## src/rtl/rgtd_pkg.sv

```systemverilog
// ----------------------------------------------------------------------------
// rgtd_pkg
// Shared constants, codes and the command type of the RDS group text decoder.
// ----------------------------------------------------------------------------
package rgtd_pkg;

  // String lengths and index widths.
  localparam int NAME_CHARS = 8;
  localparam int TEXT_CHARS = 64;
  localparam int NAME_IDX_W = $clog2(NAME_CHARS);
  localparam int TEXT_IDX_W = $clog2(TEXT_CHARS);
  localparam int CHAR_W     = 8;

  localparam logic [TEXT_IDX_W-1:0] NAME_LAST_IDX = TEXT_IDX_W'(NAME_CHARS - 1);
  localparam logic [TEXT_IDX_W-1:0] TEXT_LAST_IDX = TEXT_IDX_W'(TEXT_CHARS - 1);

  // Stream widths.
  localparam int IN_DATA_W  = 48;
  localparam int OUT_DATA_W = 32;
  localparam int KIND_W     = 2;

  // Group types handled and segment limits.
  localparam logic [3:0] GT_NAME       = 4'd0;
  localparam logic [3:0] GT_TEXT       = 4'd2;
  localparam logic [1:0] NAME_LAST_SEG = 2'd3;
  localparam logic [3:0] TEXT_LAST_SEG = 4'd15;
  localparam logic [CHAR_W-1:0] CR_CODE = 8'd13;

  // Command codes from the front end to the back end.
  localparam logic [1:0] OP_STATUS = 2'd0;
  localparam logic [1:0] OP_NAME   = 2'd1;
  localparam logic [1:0] OP_TEXT   = 2'd2;

  // Result kinds.
  localparam logic [KIND_W-1:0] KIND_STATUS = 2'd0;
  localparam logic [KIND_W-1:0] KIND_NAME   = 2'd1;
  localparam logic [KIND_W-1:0] KIND_TEXT   = 2'd2;

  // Content kinds.
  localparam logic [1:0] CONTENT_TRAFFIC = 2'd0;
  localparam logic [1:0] CONTENT_MUSIC   = 2'd1;
  localparam logic [1:0] CONTENT_SPEECH  = 2'd2;

  // Command queue depth (a power of two so the pointers wrap on their own).
  localparam int QUEUE_DEPTH = 2;
  localparam int QUEUE_PTR_W = $clog2(QUEUE_DEPTH);
  localparam int QUEUE_CNT_W = $clog2(QUEUE_DEPTH + 1);

  // One classified group, as handed from the front end to the back end.
  typedef struct packed {
    logic [1:0]                  op;
    logic                        complete;
    logic                        wide;
    logic [TEXT_IDX_W-1:0]       pos;
    logic [3:0][CHAR_W-1:0]      chars;
    logic [3:0]                  gtype;
    logic                        gver;
    logic [4:0]                  pt;
    logic                        tp;
    logic                        ta;
    logic                        ms;
  } cmd_t;

endpackage

```

## src/rtl/rds_group_text_decoder_core.sv

```systemverilog
// ----------------------------------------------------------------------------
// rds_group_text_decoder_core
// RDS group decoder for station name and radiotext with per-group status.
// ----------------------------------------------------------------------------
// Each input word is one RDS group (blocks B, C, D). A front end updates the
// program type and traffic and music flags, checks the segment order and
// places a command in a two-entry queue, so it keeps taking groups while the
// back end works. The back end stores the characters, then either gives one
// status word or, when the station name or radiotext completes, emits the
// whole string, one character word per cycle while the receiver is ready,
// and clears it. A dropped or unsupported group gives only a status word.
// A name group writes its two characters into the name buffer; a radiotext
// group writes its two or four characters one at a time into the radiotext
// RAM, which is read back through its single read port.
module rds_group_text_decoder_core import rgtd_pkg::*; (
  input  logic                  clk,
  input  logic                  rst_n,
  input  logic                  in_tvalid,
  output logic                  in_tready,
  // block_b [15:0], block_c [31:16], block_d [47:32]
  input  logic [IN_DATA_W-1:0]  in_tdata,
  output logic                  out_tvalid,
  input  logic                  out_tready,
  // char_index [5:0], char_value [13:6], program_type [18:14],
  // traffic_program [19], traffic_announcement [20], music_flag [21],
  // content_kind [23:22], group_type [27:24], group_version [28],
  // group_supported [29], zero fill [31:30]
  output logic [OUT_DATA_W-1:0] out_tdata,
  output logic                  out_tlast,
  // result_kind [1:0]
  output logic [KIND_W-1:0]     out_tuser
);

  logic q_push;
  logic q_full;
  logic q_pop;
  logic q_empty;
  cmd_t push_cmd;
  cmd_t pop_cmd;

  rgtd_front u_front (
    .clk       (clk),
    .rst_n     (rst_n),
    .in_tvalid (in_tvalid),
    .in_tready (in_tready),
    .in_tdata  (in_tdata),
    .q_full    (q_full),
    .q_push    (q_push),
    .q_cmd     (push_cmd)
  );

  rgtd_queue u_queue (
    .clk      (clk),
    .rst_n    (rst_n),
    .push     (q_push),
    .push_cmd (push_cmd),
    .full     (q_full),
    .pop      (q_pop),
    .pop_cmd  (pop_cmd),
    .empty    (q_empty)
  );

  rgtd_back u_back (
    .clk        (clk),
    .rst_n      (rst_n),
    .q_empty    (q_empty),
    .q_cmd      (pop_cmd),
    .q_pop      (q_pop),
    .out_tvalid (out_tvalid),
    .out_tready (out_tready),
    .out_tdata  (out_tdata),
    .out_tlast  (out_tlast),
    .out_tuser  (out_tuser)
  );

endmodule

```

## src/rtl/rgtd_ram.sv

```systemverilog
// ----------------------------------------------------------------------------
// rgtd_ram
// Generic single-write, single-read RAM with a registered read port.
// ----------------------------------------------------------------------------
module rgtd_ram #(
  parameter int WIDTH = 8,
  parameter int DEPTH = 64
) (
  input  logic                     clk,
  input  logic                     we,
  input  logic [$clog2(DEPTH)-1:0] waddr,
  input  logic [WIDTH-1:0]         wdata,
  input  logic                     re,
  input  logic [$clog2(DEPTH)-1:0] raddr,
  output logic [WIDTH-1:0]         rdata
);

  logic [WIDTH-1:0] mem_r [DEPTH];
  logic [WIDTH-1:0] rdata_r;

  // Write port.
  always_ff @(posedge clk) begin
    if (we) begin
      mem_r[waddr] <= wdata;
    end
  end

  // Registered read port; a read of the address being written returns the old word.
  always_ff @(posedge clk) begin
    if (re) begin
      rdata_r <= mem_r[raddr];
    end
  end

  assign rdata = rdata_r;

endmodule

```

## src/rtl/rgtd_front.sv

```systemverilog
// ----------------------------------------------------------------------------
// rgtd_front
// Accepts groups, updates the flag and segment state and classifies each
// group into one command for the back end.
// ----------------------------------------------------------------------------
module rgtd_front import rgtd_pkg::*; (
  input  logic                 clk,
  input  logic                 rst_n,
  input  logic                 in_tvalid,
  output logic                 in_tready,
  input  logic [IN_DATA_W-1:0] in_tdata,
  input  logic                 q_full,
  output logic                 q_push,
  output cmd_t                 q_cmd
);

  logic [15:0] blk_b;
  logic [15:0] blk_c;
  logic [15:0] blk_d;
  logic        accept;

  // TP and program type are taken from every group, so they need no storage here.
  logic        grp_tp;
  logic [4:0]  grp_pt;
  logic        ta_r, ta_nxt;
  logic        ms_r, ms_nxt;
  logic [1:0]  name_seg_r, name_seg_nxt;
  logic [3:0]  text_seg_r, text_seg_nxt;

  assign blk_b     = in_tdata[15:0];
  assign blk_c     = in_tdata[31:16];
  assign blk_d     = in_tdata[47:32];
  assign in_tready = !q_full;
  assign accept    = in_tvalid && in_tready;
  assign q_push    = accept;

  // Classify the group and work out the state it leaves behind.
  always_comb begin
    logic found;
    found        = 1'b0;
    grp_tp       = blk_b[10];
    grp_pt       = blk_b[9:5];
    ta_nxt       = ta_r;
    ms_nxt       = ms_r;
    name_seg_nxt = name_seg_r;
    text_seg_nxt = text_seg_r;
    q_cmd        = '0;
    q_cmd.op     = OP_STATUS;
    q_cmd.gtype  = blk_b[15:12];
    q_cmd.gver   = blk_b[11];

    if (blk_b[15:12] == GT_NAME) begin
      ms_nxt = blk_b[3];
      ta_nxt = blk_b[4];
      if (blk_b[1:0] != name_seg_r) begin
        name_seg_nxt = 2'd0;
      end else begin
        q_cmd.op       = OP_NAME;
        q_cmd.pos      = {{(TEXT_IDX_W - 3){1'b0}}, blk_b[1:0], 1'b0};
        q_cmd.chars[0] = blk_d[15:8];
        q_cmd.chars[1] = blk_d[7:0];
        q_cmd.complete = (blk_b[1:0] == NAME_LAST_SEG);
        name_seg_nxt   = q_cmd.complete ? 2'd0 : blk_b[1:0] + 2'd1;
      end
    end else if (blk_b[15:12] == GT_TEXT) begin
      if (blk_b[3:0] != text_seg_r) begin
        text_seg_nxt = 4'd0;
      end else begin
        q_cmd.op   = OP_TEXT;
        q_cmd.wide = !blk_b[11];
        if (q_cmd.wide) begin
          q_cmd.chars[0] = blk_c[15:8];
          q_cmd.chars[1] = blk_c[7:0];
          q_cmd.chars[2] = blk_d[15:8];
          q_cmd.chars[3] = blk_d[7:0];
          q_cmd.pos      = {blk_b[3:0], 2'b00};
        end else begin
          q_cmd.chars[0] = blk_d[15:8];
          q_cmd.chars[1] = blk_d[7:0];
          q_cmd.pos      = {1'b0, blk_b[3:0], 1'b0};
        end
        // The first carriage return ends the text and is stored as zero.
        for (int p = 0; p < 4; p++) begin
          if (!found && (q_cmd.wide || p < 2) && q_cmd.chars[p] == CR_CODE) begin
            q_cmd.chars[p] = '0;
            found          = 1'b1;
          end
        end
        q_cmd.complete = found || (blk_b[3:0] == TEXT_LAST_SEG);
        text_seg_nxt   = q_cmd.complete ? 4'd0 : blk_b[3:0] + 4'd1;
      end
    end

    q_cmd.tp = grp_tp;
    q_cmd.pt = grp_pt;
    q_cmd.ta = ta_nxt;
    q_cmd.ms = ms_nxt;
  end

  // Flag and segment state.
  always_ff @(posedge clk) begin
    if (!rst_n) begin
      ta_r       <= 1'b0;
      ms_r       <= 1'b0;
      name_seg_r <= '0;
      text_seg_r <= '0;
    end else if (accept) begin
      ta_r       <= ta_nxt;
      ms_r       <= ms_nxt;
      name_seg_r <= name_seg_nxt;
      text_seg_r <= text_seg_nxt;
    end
  end

endmodule

```

## src/rtl/rgtd_queue.sv

```systemverilog
// ----------------------------------------------------------------------------
// rgtd_queue
// Short command queue that lets the front end and the back end stall apart.
// ----------------------------------------------------------------------------
module rgtd_queue import rgtd_pkg::*; (
  input  logic clk,
  input  logic rst_n,
  input  logic push,
  input  cmd_t push_cmd,
  output logic full,
  input  logic pop,
  output cmd_t pop_cmd,
  output logic empty
);

  cmd_t                   slot_r [QUEUE_DEPTH];
  logic [QUEUE_PTR_W-1:0] wr_ptr_r;
  logic [QUEUE_PTR_W-1:0] rd_ptr_r;
  logic [QUEUE_CNT_W-1:0] cnt_r;

  assign full    = (cnt_r == QUEUE_CNT_W'(QUEUE_DEPTH));
  assign empty   = (cnt_r == '0);
  assign pop_cmd = slot_r[rd_ptr_r];

  // Storage.
  always_ff @(posedge clk) begin
    if (push) begin
      slot_r[wr_ptr_r] <= push_cmd;
    end
  end

  // Pointers and fill count.
  always_ff @(posedge clk) begin
    if (!rst_n) begin
      wr_ptr_r <= '0;
      rd_ptr_r <= '0;
      cnt_r    <= '0;
    end else begin
      if (push) begin
        wr_ptr_r <= wr_ptr_r + QUEUE_PTR_W'(1);
      end
      if (pop) begin
        rd_ptr_r <= rd_ptr_r + QUEUE_PTR_W'(1);
      end
      if (push && !pop) begin
        cnt_r <= cnt_r + QUEUE_CNT_W'(1);
      end else if (pop && !push) begin
        cnt_r <= cnt_r - QUEUE_CNT_W'(1);
      end
    end
  end

  // The count never goes beyond the depth.
  assert property (@(posedge clk) disable iff (!rst_n)
    cnt_r <= QUEUE_CNT_W'(QUEUE_DEPTH))
    else $error("command queue overfilled");

  // The back end never pops an empty queue.
  assert property (@(posedge clk) disable iff (!rst_n) pop |-> !empty)
    else $error("pop from empty command queue");

endmodule

```

## src/rtl/rgtd_back.sv

```systemverilog
// ----------------------------------------------------------------------------
// rgtd_back
// Carries out commands: stores characters, emits completed strings one
// character per word and gives status words.
// ----------------------------------------------------------------------------
module rgtd_back import rgtd_pkg::*; (
  input  logic                  clk,
  input  logic                  rst_n,
  input  logic                  q_empty,
  input  cmd_t                  q_cmd,
  output logic                  q_pop,
  output logic                  out_tvalid,
  input  logic                  out_tready,
  output logic [OUT_DATA_W-1:0] out_tdata,
  output logic                  out_tlast,
  output logic [KIND_W-1:0]     out_tuser
);

  typedef struct packed {
    logic [KIND_W-1:0]     kind;
    logic [TEXT_IDX_W-1:0] char_index;
    logic [CHAR_W-1:0]     char_value;
    logic                  last;
    logic [4:0]            pt;
    logic                  tp;
    logic                  ta;
    logic                  ms;
    logic [1:0]            content;
    logic [3:0]            gtype;
    logic                  gver;
    logic                  supported;
  } res_t;

  localparam logic [1:0] ST_IDLE   = 2'd0;
  localparam logic [1:0] ST_WRITE  = 2'd1;
  localparam logic [1:0] ST_EMIT   = 2'd2;
  localparam logic [1:0] ST_STATUS = 2'd3;

  logic [1:0]            state_r, state_nxt;
  cmd_t                  cur_r;
  logic [1:0]            wr_cnt_r;
  logic [TEXT_IDX_W-1:0] emit_idx_r;
  logic [CHAR_W-1:0]     name_buf_r [NAME_CHARS];
  logic [TEXT_CHARS-1:0] txt_vld_r;

  logic                  ch_valid_r;
  logic [TEXT_IDX_W-1:0] ch_idx_r;
  logic                  ch_last_r;
  logic [CHAR_W-1:0]     ch_name_val_r;
  logic                  ch_txt_vld_r;

  logic                  out_valid_r;
  res_t                  out_res_r;
  res_t                  res_nxt;

  logic                  out_free;
  logic                  ch_load;
  logic                  stat_load;
  logic                  issue;
  logic                  emit_last;
  logic                  wr_done;
  logic                  ram_we;
  logic [TEXT_IDX_W-1:0] ram_waddr;
  logic                  ram_re;
  logic [CHAR_W-1:0]     ram_rdata;

  // Handshake and sequencing conditions.
  assign out_free  = !out_valid_r || out_tready;
  assign ch_load   = ch_valid_r && out_free;
  assign stat_load = (state_r == ST_STATUS) && out_free;
  assign emit_last = emit_idx_r == ((cur_r.op == OP_NAME) ? NAME_LAST_IDX : TEXT_LAST_IDX);
  assign issue     = (state_r == ST_EMIT) && (!ch_valid_r || ch_load);
  assign q_pop     = (state_r == ST_IDLE) && !q_empty && !ch_valid_r;
  assign wr_done   = (cur_r.op == OP_NAME) || (wr_cnt_r == (cur_r.wide ? 2'd3 : 2'd1));

  // Radiotext store.
  assign ram_we    = (state_r == ST_WRITE) && (cur_r.op == OP_TEXT);
  assign ram_waddr = cur_r.pos + TEXT_IDX_W'(wr_cnt_r);
  assign ram_re    = issue && (cur_r.op == OP_TEXT);

  rgtd_ram #(
    .WIDTH (CHAR_W),
    .DEPTH (TEXT_CHARS)
  ) u_text_ram (
    .clk   (clk),
    .we    (ram_we),
    .waddr (ram_waddr),
    .wdata (cur_r.chars[wr_cnt_r]),
    .re    (ram_re),
    .raddr (emit_idx_r),
    .rdata (ram_rdata)
  );

  // Sequencer.
  always_comb begin
    state_nxt = state_r;
    unique case (state_r)
      ST_IDLE: begin
        if (q_pop) begin
          state_nxt = (q_cmd.op == OP_STATUS) ? ST_STATUS : ST_WRITE;
        end
      end
      ST_WRITE: begin
        if (wr_done) begin
          state_nxt = cur_r.complete ? ST_EMIT : ST_STATUS;
        end
      end
      ST_EMIT: begin
        if (issue && emit_last) begin
          state_nxt = ST_IDLE;
        end
      end
      ST_STATUS: begin
        if (stat_load) begin
          state_nxt = ST_IDLE;
        end
      end
      default: state_nxt = ST_IDLE;
    endcase
  end

  always_ff @(posedge clk) begin
    if (!rst_n) begin
      state_r <= ST_IDLE;
    end else begin
      state_r <= state_nxt;
    end
  end

  // Current command and its counters.
  always_ff @(posedge clk) begin
    if (q_pop) begin
      cur_r      <= q_cmd;
      wr_cnt_r   <= '0;
      emit_idx_r <= '0;
    end else begin
      if (state_r == ST_WRITE) begin
        wr_cnt_r <= wr_cnt_r + 2'd1;
      end
      if (issue) begin
        emit_idx_r <= emit_idx_r + TEXT_IDX_W'(1);
      end
    end
  end

  // Station name buffer; cleared once its last character has been read.
  always_ff @(posedge clk) begin
    if (!rst_n) begin
      for (int i = 0; i < NAME_CHARS; i++) begin
        name_buf_r[i] <= '0;
      end
    end else if (issue && emit_last && cur_r.op == OP_NAME) begin
      for (int i = 0; i < NAME_CHARS; i++) begin
        name_buf_r[i] <= '0;
      end
    end else if (state_r == ST_WRITE && cur_r.op == OP_NAME) begin
      name_buf_r[cur_r.pos[NAME_IDX_W-1:0]]                  <= cur_r.chars[0];
      name_buf_r[cur_r.pos[NAME_IDX_W-1:0] + NAME_IDX_W'(1)] <= cur_r.chars[1];
    end
  end

  // Radiotext valid bits; an entry not written since the last clear reads zero.
  always_ff @(posedge clk) begin
    if (!rst_n) begin
      txt_vld_r <= '0;
    end else if (issue && emit_last && cur_r.op == OP_TEXT) begin
      txt_vld_r <= '0;
    end else if (ram_we) begin
      txt_vld_r[ram_waddr] <= 1'b1;
    end
  end

  // Character stage, aligned with the registered RAM read.
  always_ff @(posedge clk) begin
    if (!rst_n) begin
      ch_valid_r <= 1'b0;
    end else if (issue) begin
      ch_valid_r <= 1'b1;
    end else if (ch_load) begin
      ch_valid_r <= 1'b0;
    end
  end

  always_ff @(posedge clk) begin
    if (issue) begin
      ch_idx_r      <= emit_idx_r;
      ch_last_r     <= emit_last;
      ch_name_val_r <= name_buf_r[emit_idx_r[NAME_IDX_W-1:0]];
      ch_txt_vld_r  <= txt_vld_r[emit_idx_r];
    end
  end

  // Next result word.
  always_comb begin
    res_nxt            = '0;
    res_nxt.kind       = KIND_STATUS;
    res_nxt.last       = 1'b1;
    if (ch_load) begin
      res_nxt.kind       = (cur_r.op == OP_TEXT) ? KIND_TEXT : KIND_NAME;
      res_nxt.char_index = ch_idx_r;
      res_nxt.last       = ch_last_r;
      if (cur_r.op == OP_TEXT) begin
        res_nxt.char_value = ch_txt_vld_r ? ram_rdata : '0;
      end else begin
        res_nxt.char_value = ch_name_val_r;
      end
    end
    res_nxt.pt        = cur_r.pt;
    res_nxt.tp        = cur_r.tp;
    res_nxt.ta        = cur_r.ta;
    res_nxt.ms        = cur_r.ms;
    if (cur_r.ta && cur_r.tp) begin
      res_nxt.content = CONTENT_TRAFFIC;
    end else if (cur_r.ms) begin
      res_nxt.content = CONTENT_MUSIC;
    end else begin
      res_nxt.content = CONTENT_SPEECH;
    end
    res_nxt.gtype     = cur_r.gtype;
    res_nxt.gver      = cur_r.gver;
    res_nxt.supported = (cur_r.gtype == GT_NAME) || (cur_r.gtype == GT_TEXT);
  end

  // Output register.
  always_ff @(posedge clk) begin
    if (!rst_n) begin
      out_valid_r <= 1'b0;
    end else if (ch_load || stat_load) begin
      out_valid_r <= 1'b1;
    end else if (out_tready) begin
      out_valid_r <= 1'b0;
    end
  end

  always_ff @(posedge clk) begin
    if (ch_load || stat_load) begin
      out_res_r <= res_nxt;
    end
  end

  assign out_tvalid = out_valid_r;
  assign out_tlast  = out_res_r.last;
  assign out_tuser  = out_res_r.kind;
  assign out_tdata  = {2'b00, out_res_r.supported, out_res_r.gver, out_res_r.gtype,
                       out_res_r.content, out_res_r.ms, out_res_r.ta, out_res_r.tp,
                       out_res_r.pt, out_res_r.char_value, out_res_r.char_index};

  // A status word is never given while a character is still on its way out.
  assert property (@(posedge clk) disable iff (!rst_n)
    (state_r == ST_STATUS) |-> !ch_valid_r)
    else $error("status word would overtake a pending character");

  // Name emission stays within the name buffer.
  assert property (@(posedge clk) disable iff (!rst_n)
    (state_r == ST_EMIT && cur_r.op == OP_NAME) |-> (emit_idx_r < TEXT_IDX_W'(NAME_CHARS)))
    else $error("name emission index out of range");

  // The radiotext is empty again right after its last character is read.
  assert property (@(posedge clk) disable iff (!rst_n)
    (issue && emit_last && cur_r.op == OP_TEXT) |=> (txt_vld_r == '0))
    else $error("radiotext not cleared after emission");

endmodule
```

## config.mk

```make
export PLATFORM = sky130hd
export DESIGN_NAME = rds_group_text_decoder_core
export DESIGN_NICKNAME = d
export VERILOG_FILES = /design/src/rtl/rgtd_pkg.sv /design/src/rtl/rds_group_text_decoder_core.sv /design/src/rtl/rgtd_ram.sv /design/src/rtl/rgtd_front.sv /design/src/rtl/rgtd_queue.sv /design/src/rtl/rgtd_back.sv
export SDC_FILE = /design/constraint.sdc
export NUM_CORES = 1
export LEC_CHECK = 0
export BUFFER_PORTS_ARGS = -buffer_cell sky130_fd_sc_hd__clkbuf_2
export CAP_MARGIN = 20
export CORE_MARGIN = 5
export CORE_UTILIZATION = 49
export DETAILED_ROUTE_END_ITERATION = 10
export PLACE_DENSITY = 0.63
export SETUP_SLACK_MARGIN = 0.1
export SLEW_MARGIN = 30
export SYNTH_ARGS = -nofsm -noshare
export SYNTH_HDL_FRONTEND = slang
export SYNTH_SLANG_ARGS = --single-unit
```

## constraint.sdc

```tcl
create_clock -name clk -period 4.48 [get_ports clk]
set_clock_uncertainty 0.1 [all_clocks]
set_input_delay 0 -clock clk [delete_from_list [all_inputs] [get_ports clk]]
set_output_delay 0 -clock clk [all_outputs]
set_load 0.1 [all_outputs]
```

# After elaboration in Yosys (flattened, before gate mapping)
# Memories as Yosys holds them, arrays and structs flattened. A register that Yosys moved wholly into a read port is not among the register bits.
# Index checks and enable logic that the tools add are counted.
[classes]
bitwise = 11
n_shift = 0
eq_ne = 22
reduce_logical = 51
n_addsub = 10
mul = 0
muxes = 98
magnitude_cmp = 4
n_div = 0
[ops]
columns = ["operator", "n"]
rows = [
  ["$mux W16", 11],
  ["$mux W8", 17],
  ["$mux W42", 2],
  ["$or A64 B64 Y64", 1],
  ["$mux W1", 42],
  ["$eq A8 B4 Y1 const B", 4],
  ["$mux W2", 13],
  ["$logic_and A1 B1 Y1", 21],
  ["$mux W6", 3],
  ["$bmux W8 S2", 1],
  ["$reduce_or A8 Y1", 2],
  ["$lt A6 B7 Y1 const B", 2],
  ["$mux W3", 4],
  ["$eq A2 B2 Y1 const B", 5],
  ["$logic_not A1 Y1", 10],
  ["$eq A4 B2 Y1 const B", 2],
  ["$logic_not A4 Y1", 2],
  ["$mux W4", 2],
  ["$or A1 B1 Y1", 8],
  ["$pmux W2 S4", 1],
  ["$add A2 B1 Y2 const B", 3],
  ["$add A6 B1 Y6 const B", 1],
  ["$add A6 B2 Y6", 1],
  ["$bmux W1 S6", 1],
  ["other kinds (23)", 37],
]
[word_totals]
latch_bits = 0
ff_bits = 184
rom_bits = 0
ramBits = 686
elab_cells = 241
n_memories = 3
input_bits = 52
[memory_table]
columns = ["name", "depth", "word_bits", "rd", "rd_ports_with_merged_regs", "wr", "line", "source"]
rows = [
  ["u_back.u_text_ram.mem_r", 64, 8, 1, 1, 1, "rgtd_ram.sv:18", "logic [WIDTH-1:0] mem_r [DEPTH];"],
  ["u_queue.slot_r", 2, 55, 1, 1, 1, "rgtd_queue.sv:16", "cmd_t slot_r [QUEUE_DEPTH];"],
  ["u_back.name_buf_r", 8, 8, 1, 1, 8, "rgtd_back.sv:43", "logic [CHAR_W-1:0] name_buf_r [NAME_CHARS];"],
]

# Longest topological paths before layout
[logic_depth]
ltp_word = 33
depth_mapped = 9

# By module
# Synthesis repeated with hierarchy kept, for this count alone.
[hier_totals]
hier_cells = 1998
area_unflattened_um2 = 35808.1
[by_module_without_submodules]
columns = ["mod", "seq_area_each_um2", "area_each_um2", "cells_per_inst", "n_inst"]
rows = [
  ["rgtd_ram", 15615.0, 20246.9, 940, 1],
  ["rgtd_back", 6566.3, 10184.8, 715, 1],
  ["rgtd_queue", 3403.3, 4205.3, 193, 1],
  ["rgtd_front", 160.2, 1171.1, 150, 1],
]

# Least setup slack after synthesis
# Ideal clock, no wire load.
[synth_timing]
kind = "register -> register"
startpoint = "register u_queue.cnt_r[0]"
endpoint = "memory u_queue.slot_r[0][0] (netlist bit) (enable)"
n_path_buf = 1
stages_incl_launch_ff = 5
synth_period_minus_slack_ns = 4.632
path_slack_ns = -0.152
setup_ns = 0.472
required_time_ns = 3.908
t_arrival_ns = 4.059
cell_sequence = "dfxtp_1 -> nand2b_1 -> and2_1 -> clkbuf_1 -> nor2b_1"
[synth_via]
elab_chain_len = 5
[synth_rtl]
columns = ["item", "line", "source"]
rows = [
  ["from (decl)", "rgtd_queue.sv:19", "logic [QUEUE_CNT_W-1:0] cnt_r;"],
  ["from (signal assigned)", "rgtd_queue.sv:46", "cnt_r <= cnt_r + QUEUE_CNT_W'(1);"],
  ["from (signal assigned)", "rgtd_queue.sv:48", "cnt_r <= cnt_r - QUEUE_CNT_W'(1);"],
  ["$eq A2 B2 Y1", "rgtd_queue.sv:21", "assign full = (cnt_r == QUEUE_CNT_W'(QUEUE_DEPTH));"],
  ["$logic_not A1 Y1", "rgtd_front.sv:33", "assign in_tready = !q_full;"],
  ["net in_tready", "rds_group_text_decoder_core.sv:19", "output logic in_tready,"],
  ["$logic_and A1 B1 Y1", "rgtd_front.sv:34", "assign accept = in_tvalid && in_tready;"],
  ["net q_push", "rds_group_text_decoder_core.sv:34", "logic q_push;"],
  ["$mux W1", "rgtd_queue.sv:27", "if (push) begin"],
  ["$mux W1 (not written as such)", "rgtd_queue.sv:28", "slot_r[wr_ptr_r] <= push_cmd;"],
  ["to (decl)", "rgtd_queue.sv:16", ""],
]
# The timed path passes the listed nets, and every way through them passes these cells.

# Worst setup path in the final report
[layout_timing]
startpoint = "register u_back.wr_cnt_r[1]"
endpoint = "memory u_back.u_text_ram.mem_r[58][2] (enable)"
[layout_via]
elab_chain_len = 1
[layout_rtl]
columns = ["item", "line", "source"]
rows = [
  ["from (decl)", "rgtd_back.sv:41", "logic [1:0] wr_cnt_r;"],
  ["from (signal assigned)", "rgtd_back.sv:138", "wr_cnt_r <= wr_cnt_r + 2'd1;"],
  ["$add A6 B2 Y6", "rgtd_back.sv:78", "assign ram_waddr = cur_r.pos + TEXT_IDX_W'(wr_cnt_r);"],
  ["to (decl)", "rgtd_ram.sv:18", ""],
]
# Every way passes these cells.

==> results.yml <==
status:
  outcome: "finished, final reports clean"
setup_path:
  worstReg2RegEnd: "u_back.u_text_ram.mem_r[58][2]"
  setup.worst_path.start_class: "flop"
  ff2ff_setup_slack_ns: 0.90
  cp.required_ns: 4.64
  r2r-start: "u_back.wr_cnt_r[1]"
  cp_max_fo: 12
  startpoint: "u_back.wr_cnt_r[1]"
  r2r_cells: 7
  worst-setup-path-type: "reg2reg"
  endpoint: "u_back.u_text_ram.mem_r[58][2]"
  end_kind: "flop"
  crit_arrival_ns: 3.74
logic_synthesis:
  synth_area_per_cell_sq_um: 18.2
  yosysSeqAreaShare: 0.732
  synth.distinct_cells: 84
  yosys-top-cells-area: "edfxtp_1 68%, mux4_2 8.7%, dfxtp_1 5.1%"
  async_reset_ff_frac: 0
  synth.top_cell.area_share: 0.681
  yosysMostFrequentCell: "edfxtp_1"
  synth_area_leader_cell: "edfxtp_1"
  syn-instance-count: 1925
  synth_seq_cells: 884
  ys.flop_type: "edfxtp_1"
  synth_edf_count: 795
  ys_top_cells_by_count: "795 x edfxtp_1, 136 x mux4_2, 108 x nor2_1"
  syn_area_sq_mm: 0.0351
  yosys_warnings: 0
drt:
  wl_per_cell_microns: 26.7
  drc: 0
  drt_iter0_drc: 1998
  drt_first_pass_iters: 5
  drtAntennaViolNets: 0
  drt-total-wl_microns: 84400
  via_per_inst: 5.94
  dr_total_vias: 18800
grt:
  grt_pass1_wl_microns: 125000
  grt_max_degree: 65
  antenna_found_initial: 0
  grt_pass1_vias: 19100
  grt-ovfl-total: 0
  track_usage: 0.216
timing:
  setup_violations: 0
  worst_slew_pin_slew_ns: 0.944
  fmax_mhz: 279
  min_period_ns: 3.58
  setup_tns_ns: 0
  rsz0062_at_grt: "false"
  slew_headroom: 0.370
  hold_slack_ns: 0.0697
  fin_crit_sh: 0.800
  final_max_slew_viol_count: 0
  hold_viol: 0
finish:
  multi_input_area_sq_mm: 0.00884
  synthToLayoutAreaGrowth_pct: 15.1
  antennaDiodeCount: 0
  nFillCells: 5382
  finish.instance_area_sq_mm: 0.0404
  drive_above_1_share: 0.232
  nets: 2191
  stdcell_count: 3158
  regArea_sq_mm: 0.0257
placement:
  place_hpwl_microns: 52200
  place_congestion: 0.859
  numPortBuffers: 86
  placed_area_sq_mm: 0.0366
  dp_cells: 2912
clock_tree:
  post_cts_buffers: 0
  cts_root_buf: "clkbuf_16"
  clock_latency_ns: 0.64
  cts.sink_count: 884
  cts_max_path_buffers: 3
  ctsResizeCount: 0
  cts_tree: "yes"
  numCtsBuffers: 90
  clkTransAtPathRegs_ns: 0.06
  cts-htree-levels: 3
die:
  initial_core_util: 0.492
  fp-row-count: 98
  dieArea_sq_mm: 0.0770
  io_pins: 89
  core_area_sq_mm: 0.0712
  die_w_microns: 278
  die_y_microns: 278
power:
  cellPowerDensity_mw_per_mm2: 610
  peakVddDrop_mv: 0.526
  leakage_nw: 13.2
job:
  cap_violations: 0
hold_path:
  hp-class: "in2reg"
==> sequential cells by signal, summed over array words and instances (netlist names), 4 cells and up, named ones only <==
register / count
u_back.emit_idx_r: 6
u_back.ch_idx_r: 6
u_back.u_text_ram.rdata: 8
u_back.ch_name_val_r: 8
u_front.text_seg_r: 4
u_back.name_buf_r: 64
u_back.u_text_ram.mem_r: 512
u_back.txt_vld_r: 64
u_back.out_tdata: 30
u_queue.slot_r: 108
u_back.cur_r: 54
==> critical path, stage by stage (launching register included) <==
cell     delay, ns
dfxtp_1       0.31
buf_4         0.20
ha_1          0.28
ha_1          0.46
mux2i_1       0.28
o32ai_2       0.41
nand2_1       0.48
nor2_1        0.69
==> logic make-up after synthesis <==
logic type,Yosys count,synth area share
AOI/OAI and AO/OA,239,0.0512
adders and majority gates,5,0.00178
xor gates and xnor gates,19,0.00475
other,1,0.000107
muxes,307,0.139
and+or+nand+nor,352,0.0532
buffers and inverters,118,0.0185
DFF,884,0.732
==> worst min path at each step <==
stage | slack [ns] | end | cells past startpoint | from
floorplan | -0.001 | u_queue.slot_r[0][10] | 0 | in_tdata[13]
global placement | 0.09 | u_queue.slot_r[1][3] | 1 | in_tdata[5]
detailed placement | 0.09 | u_queue.slot_r[0][4] | 1 | in_tdata[6]
CTS | 0.008 | u_queue.slot_r[1][11] | 2 | in_tdata[14]
global route | 0.06 | u_queue.slot_r[1][10] | 2 | in_tdata[13]
finish | 0.07 | u_queue.slot_r[1][10] | 2 | in_tdata[13]
==> per-layer routing <==
| layer | wire length [microns] | part of all wire | up-vias | global-route usage |
|---|---|---|---|---|
| met5 | 0 | 0 | - | 0 |
| met4 | 2200 | 0.026 | 0 | 0.0584 |
| met3 | 5250 | 0.062 | 130 | 0.0327 |
| met2 | 41200 | 0.49 | 727 | 0.353 |
| met1 | 35800 | 0.42 | 9772 | 0.310 |
| li1 | - | - | 8131 | - |
==> where the power goes <==
group          switching [W]  internal, W
clock network        0.00302      0.00426
registers           0.000490       0.0111
logic                0.00412      0.00166
total                0.00763       0.0170
==> cells in the final DEF, fill, tap and decap left out, types with 15 or more instances in the layout <==
| cell | count |
|---|---|
| a31oi_1 | 19 |
| nand2_1 | 30 |
| nor3_1 | 32 |
| mux2i_1 | 91 |
| clkbuf_16 | 91 |
| a22o_1 | 29 |
| buf_4 | 48 |
| nor2_1 | 107 |
| mux2_2 | 80 |
| clkbuf_1 | 26 |
| mux4_2 | 128 |
| nand2b_1 | 18 |
| o22ai_1 | 22 |
| dlygate4sd3_1 | 79 |
| a21oi_1 | 24 |
| dfxtp_1 | 84 |
| o21a_1 | 49 |
| and2_1 | 85 |
| edfxtp_1 | 795 |
| nand3_1 | 15 |
| clkbuf_2 | 86 |
==> final cells by class <==
cell class / count / area share
multi-input cells: 924 / 0.219
repair buffers: 219 / 0.0420
well taps: 950 / 0.0295
clock buffers: 130 / 0.0633
clock inverters: 36 / 0.00868
inverters: 15 / 0.00140
flip-flops and latches: 884 / 0.636
==> timing repair <==
| action | CTS | global route |
|---|---|---|
| hold endpoints to repair | 137 | 0 |
| hold buffers | 79 | 0 |
| endpoints found under the setup margin | 0 | 0 |
==> stage by stage <==
stage / total power, W / setup WS, ns / util
2_1_floorplan: 0.0153 / 0.680 / -
3_3_place_gp: 0.0174 / 1.06 / 0.514
3_5_place_dp: 0.0175 / 0.977 / 0.514
4_1_cts: 0.0248 / 0.927 / 0.566
5_1_grt: 0.0255 / 0.720 / 0.566
6_report: 0.0246 / 0.897 / 0.566
(Power assumes the default switching activity.)
